File: src/design/flt_pkg.sv
// ----------------------------------------------------------------------------
// Floor lookup table package
// Shared types and constants for the sorted key/value table with floor search.
// ----------------------------------------------------------------------------
package flt_pkg;

   localparam int KEY_W          = 32;
   localparam int VALUE_W        = 32;
   localparam int STATUS_W       = 3;
   localparam int TREE_FANIN_LOG = 4;
   localparam int TREE_FANIN     = 1 << TREE_FANIN_LOG;

   // Operation carried in the request user field.
   typedef enum logic [0:0] {
      OP_INSERT = 1'b0,
      OP_LOOKUP = 1'b1
   } op_type;

   // Result status carried in the response user field.
   typedef enum logic [STATUS_W-1:0] {
      STATUS_EXACT       = 3'd0,
      STATUS_EARLIER     = 3'd1,
      STATUS_NO_EARLIER  = 3'd2,
      STATUS_INSERTED    = 3'd3,
      STATUS_OVERWRITTEN = 3'd4,
      STATUS_FULL        = 3'd5
   } status_type;

   // Sequencer states.
   typedef enum logic [1:0] {
      ST_IDLE,
      ST_COMPARE,
      ST_REDUCE,
      ST_DECIDE
   } state_type;

   // Commands broadcast to every cell of the row.
   typedef struct packed {
      logic compare;
      logic overwrite;
      logic shift;
   } cell_cmd_type;

   // One node of the reduction tree.
   typedef struct packed {
      logic               any_eq;
      logic               any_le;
      logic [VALUE_W-1:0] value;
   } node_type;

endpackage

File: src/design/flt_cell.sv
// ----------------------------------------------------------------------------
// Table cell
// Holds one key/value entry, compares it against the broadcast key and shifts
// its contents one place up the row when a new key is inserted below it.
// ----------------------------------------------------------------------------
module flt_cell (
   input  logic                      clock,
   input  flt_pkg::cell_cmd_type     cmd,
   input  logic                      valid,
   input  logic [flt_pkg::KEY_W-1:0]   q_key,
   input  logic [flt_pkg::VALUE_W-1:0] q_value,
   input  logic [flt_pkg::KEY_W-1:0]   left_key,
   input  logic [flt_pkg::VALUE_W-1:0] left_value,
   input  logic                      left_le,
   input  logic                      right_le,
   output logic [flt_pkg::KEY_W-1:0]   key,
   output logic [flt_pkg::VALUE_W-1:0] value,
   output logic                      le,
   output flt_pkg::node_type         node
);
   import flt_pkg::*;

   logic [KEY_W-1:0]   key_ff;
   logic [KEY_W-1:0]   key_in;
   logic [VALUE_W-1:0] value_ff;
   logic [VALUE_W-1:0] value_in;
   logic               le_ff;
   logic               le_in;
   logic               eq_ff;
   logic               eq_in;

   // Compare flags are captured once per item; the entry moves on insert.
   always_comb begin
      le_in    = le_ff;
      eq_in    = eq_ff;
      key_in   = key_ff;
      value_in = value_ff;
      if (cmd.compare) begin
         le_in = valid && (key_ff <= q_key);
         eq_in = valid && (key_ff == q_key);
      end
      if (cmd.overwrite && eq_ff) begin
         value_in = q_value;
      end
      // Cells above the insert point take their lower neighbor; the first
      // such cell takes the new entry.
      if (cmd.shift && !le_ff) begin
         if (left_le) begin
            key_in   = q_key;
            value_in = q_value;
         end else begin
            key_in   = left_key;
            value_in = left_value;
         end
      end
   end

   always_ff @(posedge clock) begin
      key_ff   <= key_in;
      value_ff <= value_in;
      le_ff    <= le_in;
      eq_ff    <= eq_in;
   end

   // The floor entry is the last cell whose key is not above the query.
   always_comb begin
      node.any_eq = eq_ff;
      node.any_le = le_ff;
      node.value  = (le_ff && !right_le) ? value_ff : '0;
   end

   assign key   = key_ff;
   assign value = value_ff;
   assign le    = le_ff;

endmodule

File: config.mk
export PLATFORM = sky130hd
export DESIGN_NAME = flt_cell
export DESIGN_NICKNAME = d
export VERILOG_FILES = /design/src/design/flt_pkg.sv /design/src/design/flt_cell.sv
export SDC_FILE = /design/constraint.sdc
export NUM_CORES = 1
export LEC_CHECK = 0
export ABC_CLOCK_PERIOD_IN_PS = 2100
export BUFFER_PORTS_ARGS = -buffer_cell sky130_fd_sc_hd__buf_4
export CAP_MARGIN = 25
export CORE_MARGIN = 4
export CORE_UTILIZATION = 25
export CTS_CLUSTER_SIZE = 8
export DETAILED_ROUTE_END_ITERATION = 8
export PLACE_DENSITY_LB_ADDON = 0.08
export SYNTH_ARGS = -nofsm -noshare
export SYNTH_HDL_FRONTEND = slang
export SYNTH_SLANG_ARGS = --single-unit
File: constraint.sdc
create_clock -name clock -period 2.1 [get_ports clock]
set_input_delay 0.42 -clock clock [delete_from_list [all_inputs] [get_ports clock]]
set_output_delay 0.42 -clock clock [all_outputs]
set_load 0.02 [all_outputs]
==> run metrics, run 1 <==
1st-iter DRT viols=59; clock skew=0.00667 ns; detailed placement HPWL=9790 um; clk_lat worst skew=0.33 ns; Max Fclk=518 MHz; CTS tree=yes; Pre-antenna DRT Iters=4; Routed WL=11,900 um; CTS Buf Count=9; Hold Fails Final Rpt=0; Slew HR=68.9%; power density over the cells=629 mW/mm2; Worst Hold Launch=cmd[2]; Worst Hold Endpoint=le$_DFFE_PP_; Setup Viol. Count Final=0; CTS root buf=clkbuf_16; post-route ant nets=0; largest net degree at the start of global routing=33; R2R setup slack=0.20 ns; Clock Pin Slew Worst Setup and Hold Paths=0.06 ns; leakage=2.81 nW; Register Area=0.00198 mm2; Post CTS Setup Buffer Count=0; synth warn=0; H-tree Lvls=3; Die Ht=132 um; Routed WL per cell=16.5 um; Req. time, crit path=1.68 ns; hold_buf cts=0; reg2reg start=key[30]$_DFFE_PP_; minimum clock period=1.93 ns; area delta synth->final=58.4%; io pins=234; DR vias=3,132; DRC Markers=0; Netlist cell types=28; DP Area=0.00581 mm2; status=completed; Worst setup EP type=primary output; nets=700; die width=132 um; Hold Crit Class=input pin to register; area of the multi-input gates=0.00166 mm2; Mapped Avg Cell Area=12.9 um2; gr usage total=13.5%; Peak supply drop=304 uV; Die Footprint=0.0174 mm2; post-cts sizing count=0; Sink Count=66; Mapped Nets=463; mapped cell area=0.00383 mm2; arrival time at the worst endpoint=1.51 ns; row count=44; RSZ-0062 raised after global routing=no; Crit Path Max Fanout=32; port bufs=233; synthesized flop and latch total=66; Design Area, Final=0.00607 mm2; layout cells sized above 1=50.2%; CP Class=register to primary output; filler cell count=1,493; Slew Viols, Final=0; CTS Buffer Depth=2; Hold Crit Depth=1; initial antenna violation count=0; global-route wire length before repair=18,100 um; Cells after Synth=296; FF-to-FF path depth=6; fin crit share=91.9%; vias in the first global route=3,243; sequential area share after synthesis=51.7%; gpl congestion=0.735; max cap viols=0; GRT Residual Overflow=0; Via-to-Cell Ratio=4.34; R2R Path End=le$_DFFE_PP_; CP Launch Type=register; Sum Neg Setup Slack=0 ns; Core Area=0.0148 mm2; Initial Utilization=26.0%; Tightest Pin Transition=0.466 ns; ANT cells=0
-- state kept, by name, indices dropped and copies added (netlist names) --
name	count
eq_ff	1
key	32
value	32
le	1
-- cells in the final DEF (no fill, tap or decap), types with 4 or more instances in the layout --
| cell type | synthesis | routed |
|---|---|---|
| a21o_1 | 4 | 4 |
| a21oi_1 | 12 | 12 |
| and2_1 | 32 | 32 |
| buf_4 | 5 | 236 |
| clkbuf_16 | 0 | 9 |
| edfxtp_1 | 66 | 66 |
| ha_1 | 32 | 32 |
| inv_1 | 35 | 35 |
| mux2_1 | 46 | 46 |
| mux2_2 | 18 | 18 |
| nand2_1 | 6 | 6 |
| nand3_1 | 6 | 6 |
| nand4_1 | 8 | 8 |
-- worst max-delay path: stages (launching register included) --
cell,delay [ns]
edfxtp_1,0.46
nor2b_1,0.17
buf_4,0.21
and2_1,0.19
buf_4,0.15
-- layout make-up --
| cell class | instances | area share, % |
|---|---|---|
| clock buffers | 11 | 3.84 |
| clock inverters | 5 | 0.351 |
| inverters | 35 | 2.17 |
| multi-input cells | 183 | 27.3 |
| flip-flops and latches | 66 | 32.7 |
| well taps | 184 | 3.79 |
| repair buffers | 238 | 29.9 |
-- report_power, final --
part	total, W	switching (W)	internal (W)	leakage, nW
clock	0.00132	0.000538	0.000782	0.126
sequential	0.00162	0.0000500	0.00157	0.632
combinational	0.000873	0.000417	0.000456	2.05
total	0.00382	0.00101	0.00281	2.81
-- cell families after synthesis --
logic type,after synthesis,synth area share (%)
adder cells (fa/ha/maj),32,10.5
buffers and inverters,47,5.19
AO/OA/AOI/OAI,24,4.21
AND/OR/NAND/NOR,63,9.60
flip-flops,66,51.7
multiplexers,64,18.8
-- worst max path at each step --
stage | start | to | slack (ns)
3_5_place_dp | q_key[13] | le$_DFFE_PP_ | 0.06
3_3_place_gp | q_key[14] | le$_DFFE_PP_ | 0.08
6_report | le$_DFFE_PP_ | node[4] | 0.17
5_1_grt | key[30]$_DFFE_PP_ | le$_DFFE_PP_ | 0.0005
2_1_floorplan | key[30]$_DFFE_PP_ | le$_DFFE_PP_ | 0.23
4_1_cts | le$_DFFE_PP_ | node[4] | 0.13
-- through the flow --
stage / hold WS [ns] / setup slack, ns / std cells / util [%] / total power [W]
floorplan: 0.532 / 0.234 / 296 / - / 0.00207
global placement: 0.636 / 0.0835 / 706 / 39.4 / 0.00253
detailed placement: 0.636 / 0.0635 / 706 / 39.4 / 0.00254
CTS: 0.280 / 0.131 / 722 / 41.1 / 0.00389
global route: 0.286 / 0.000482 / 722 / 41.1 / 0.00401
finish: 0.298 / 0.170 / 722 / 41.1 / 0.00382
-- per-layer routing --
metal	track usage, %	vias to the layer above	share of wire [%]
li1	-	1550	-
met1	14.9	1418	40
met2	23.2	153	49
met5	0	-	0
met4	5.37	0	1.7
met3	5.50	11	9.3
-- Yosys cell counts (all sizes together) --
master,number,share of area (%)
a2111oi,1,0.39
a211o,1,0.23
a211oi,2,0.39
a21boi,1,0.20
a21o,4,0.78
a21oi,12,1.6
and2,32,5.2
and3,1,0.16
buf,8,1.4
clkbuf,4,0.39
edfxtp,66,52
ha,32,10
inv,35,3.4
mux2,64,19
nand2,6,0.59
nand2b,1,0.16
nand3,6,0.78
nand4,8,1.3
nor2,1,0.098
nor2b,3,0.49
nor3,3,0.39
nor4,1,0.16
nor4b,1,0.23
o211ai,1,0.20
o21ai,1,0.23
o22a,1,0.23
(Power assumes the default switching activity.)
==> run 2, diff against run 1 <==
--- a/config.mk
+++ b/config.mk
@@ -9,7 +9,7 @@
 export BUFFER_PORTS_ARGS = -buffer_cell sky130_fd_sc_hd__buf_4
 export CAP_MARGIN = 25
 export CORE_MARGIN = 4
-export CORE_UTILIZATION = 25
+export CORE_UTILIZATION = 44
 export CTS_CLUSTER_SIZE = 8
 export DETAILED_ROUTE_END_ITERATION = 8
 export PLACE_DENSITY_LB_ADDON = 0.08
==> run metrics, run 2 (same netlist as run 1, synthesis figures left out) <==
Routed WL=10,600 um (-11%); Req. time, crit path=1.68 ns (about the same); filler cell count=654 (-56%); 1st-iter DRT viols=57 (-3.4%); CTS Buf Count=9 (unchanged); Die Ht=101 um (-23%); nets=700 (unchanged); Switching Share=25.9% (-0.43 points); area of the multi-input gates=0.00165 mm2 (-0.30%); leakage=2.79 nW (-0.94%); row count=33 (-25%); fin crit share=91.6% (-0.30 points); cell mode on critical path=buf_4; Worst setup EP type=primary output; detailed placement HPWL=8700 um (-11%); commonest non-fill, non-tap cell in the layout=buf_4; minimum clock period=1.92 ns (-0.00634 ns); CTS Buffer Depth=2 (unchanged); CTS root buf=clkbuf_8; Sum Neg Setup Slack=0 ns (unchanged); Core Area=0.00834 mm2 (-43%); Max Fclk=520 MHz (+0.33%); Setup Viol. Count Final=0 (unchanged); Hold Fails Final Rpt=0 (unchanged); Pre-antenna DRT Iters=4 (unchanged); Hold Crit Class=input pin to register; post-cts sizing count=0 (unchanged); Flop pwr share=44.7% (+2.2 points); RSZ-0062 raised after global routing=no; Post CTS Setup Buffer Count=0 (unchanged); Routed WL per cell=16.5 um (+0.16%); post-layout util=70.8% (+30 points); power density over the cells=613 mW/mm2 (-2.6%); Via-to-Cell Ratio=4.85 (+12%); io pins=234 (unchanged); Int Pwr=0.00268 W (-4.6%); post-route ant nets=0 (unchanged); total power=0.00362 W (-5.2%); Peak supply drop=463 uV (+52%); gr usage total=19.9% (+6.4 points); Sw Pwr=0.000938 W (-6.7%); Clock Pin Slew Worst Setup and Hold Paths=0.07 ns (about the same); CP Class=register to primary output; largest net degree at the start of global routing=33 (unchanged); arrival time at the worst endpoint=1.50 ns (about the same); Die Footprint=0.0103 mm2 (-41%); vias in the first global route=3,161 (-2.5%); Initial Utilization=45.9% (+20 points); clock skew=0.00913 ns (+0.00245 ns); die width=101 um (-23%); global-route wire length before repair=15,500 um (-15%); Register Area=0.00198 mm2 (unchanged); DR vias=3,116 (-0.51%); CP Launch Type=register; Slew HR=71.1% (+2.2 points); status=completed; H-tree Lvls=3 (unchanged); commonest cells after routing, fill and taps aside=237 x buf_4, 66 x edfxtp_1, 46 x mux2_1, 35 x inv_1; port bufs=233 (unchanged); initial antenna violation count=0 (unchanged); clk_lat worst skew=0.34 ns (about the same); CP cell instances=nor2b_1, buf_4, and2_1, buf_4; ANT cells=0 (unchanged); Clk pwr share=31.4% (-3.2 points); GRT Residual Overflow=0 (unchanged); max cap viols=0 (unchanged); CTS tree=yes; cell family with most CP delay=flip-flops; DRC Markers=0 (unchanged); area delta synth->final=54.1%; CP max stage cell=edfxtp_1; Tightest Pin Transition=0.433 ns (-0.0333 ns); gpl congestion=0.758 (+3.1%); layout cells sized above 1=50.7% (+0.56 points); Sink Count=66 (unchanged); buffers plus inverters on the worst setup path=2 (unchanged); Crit Path Max Fanout=32 (unchanged); Comb pwr share=23.9% (+1.0 points); hold_buf cts=0 (unchanged); max incr delay on CP=0.45 ns (about the same); Slew Viols, Final=0 (unchanged)
## run 2: metrics by stage
stage | cell area, um2 | cells | setup WS (ns) | hold slack, ns
2_1_floorplan | 3830 | 296 | 0.234 | 0.532
6_report | 5910 | 643 | 0.177 | 0.291
5_1_grt | 5910 | 643 | 0.0354 | 0.278
3_3_place_gp | 5700 | 627 | 0.138 | 0.632
3_5_place_dp | 5700 | 627 | 0.0417 | 0.631
4_1_cts | 5910 | 643 | 0.151 | 0.279
## run 2: area by class of cell
type                            instances  share of cell area [%]
Inverter                               35                    2.22
Multi-Input combinational cell        183                    28.0
Tap cell                              105                    2.22
Clock inverter                          6                    1.38
Clock buffer                           10                    2.16
Sequential cell                        66                    33.6
Timing Repair Buffer                  238                    30.5
## run 2: worst paths after layout
check | startpoint | end | slack, ns | depth (start not counted)
worst min-delay path | cmd[2] | eq_ff$_DFFE_PP_ | 0.29 | 1
worst max register to register | key[30]$_DFFE_PP_ | le$_DFFE_PP_ | 0.18 | 6
worst min register to register | key[18]$_DFFE_PP_ | eq_ff$_DFFE_PP_ | 0.92 | 3
worst max-delay path | le$_DFFE_PP_ | node[8] | 0.18 | 4
## run 2: power by group through the flow
stage / Clock, W / Combinational (W) / Sequential, W
2_1_floorplan: 0 / 0.000317 / 0.00175
3_3_place_gp: 0 / 0.000861 / 0.00164
3_5_place_dp: 0 / 0.000874 / 0.00165
4_1_cts: 0.00116 / 0.000878 / 0.00162
5_1_grt: 0.00123 / 0.000941 / 0.00163
6_report: 0.00114 / 0.000865 / 0.00162
## run 2: worst reg2reg max path: stages, from the launching register on
cell	delay, ns
edfxtp_1	0.42
ha_1	0.33
a21oi_1	0.17
nand2_1	0.07
a211o_1	0.31
a2111oi_2	0.29
o22a_1	0.21
## run 2: layer usage
layer	up-vias	global-route usage (%)	wire, um
met4	0	6.24	119
met5	-	0	0
li1	1543	-	-
met2	138	38.4	5750
met3	11	6.89	1110
met1	1424	19.7	3640
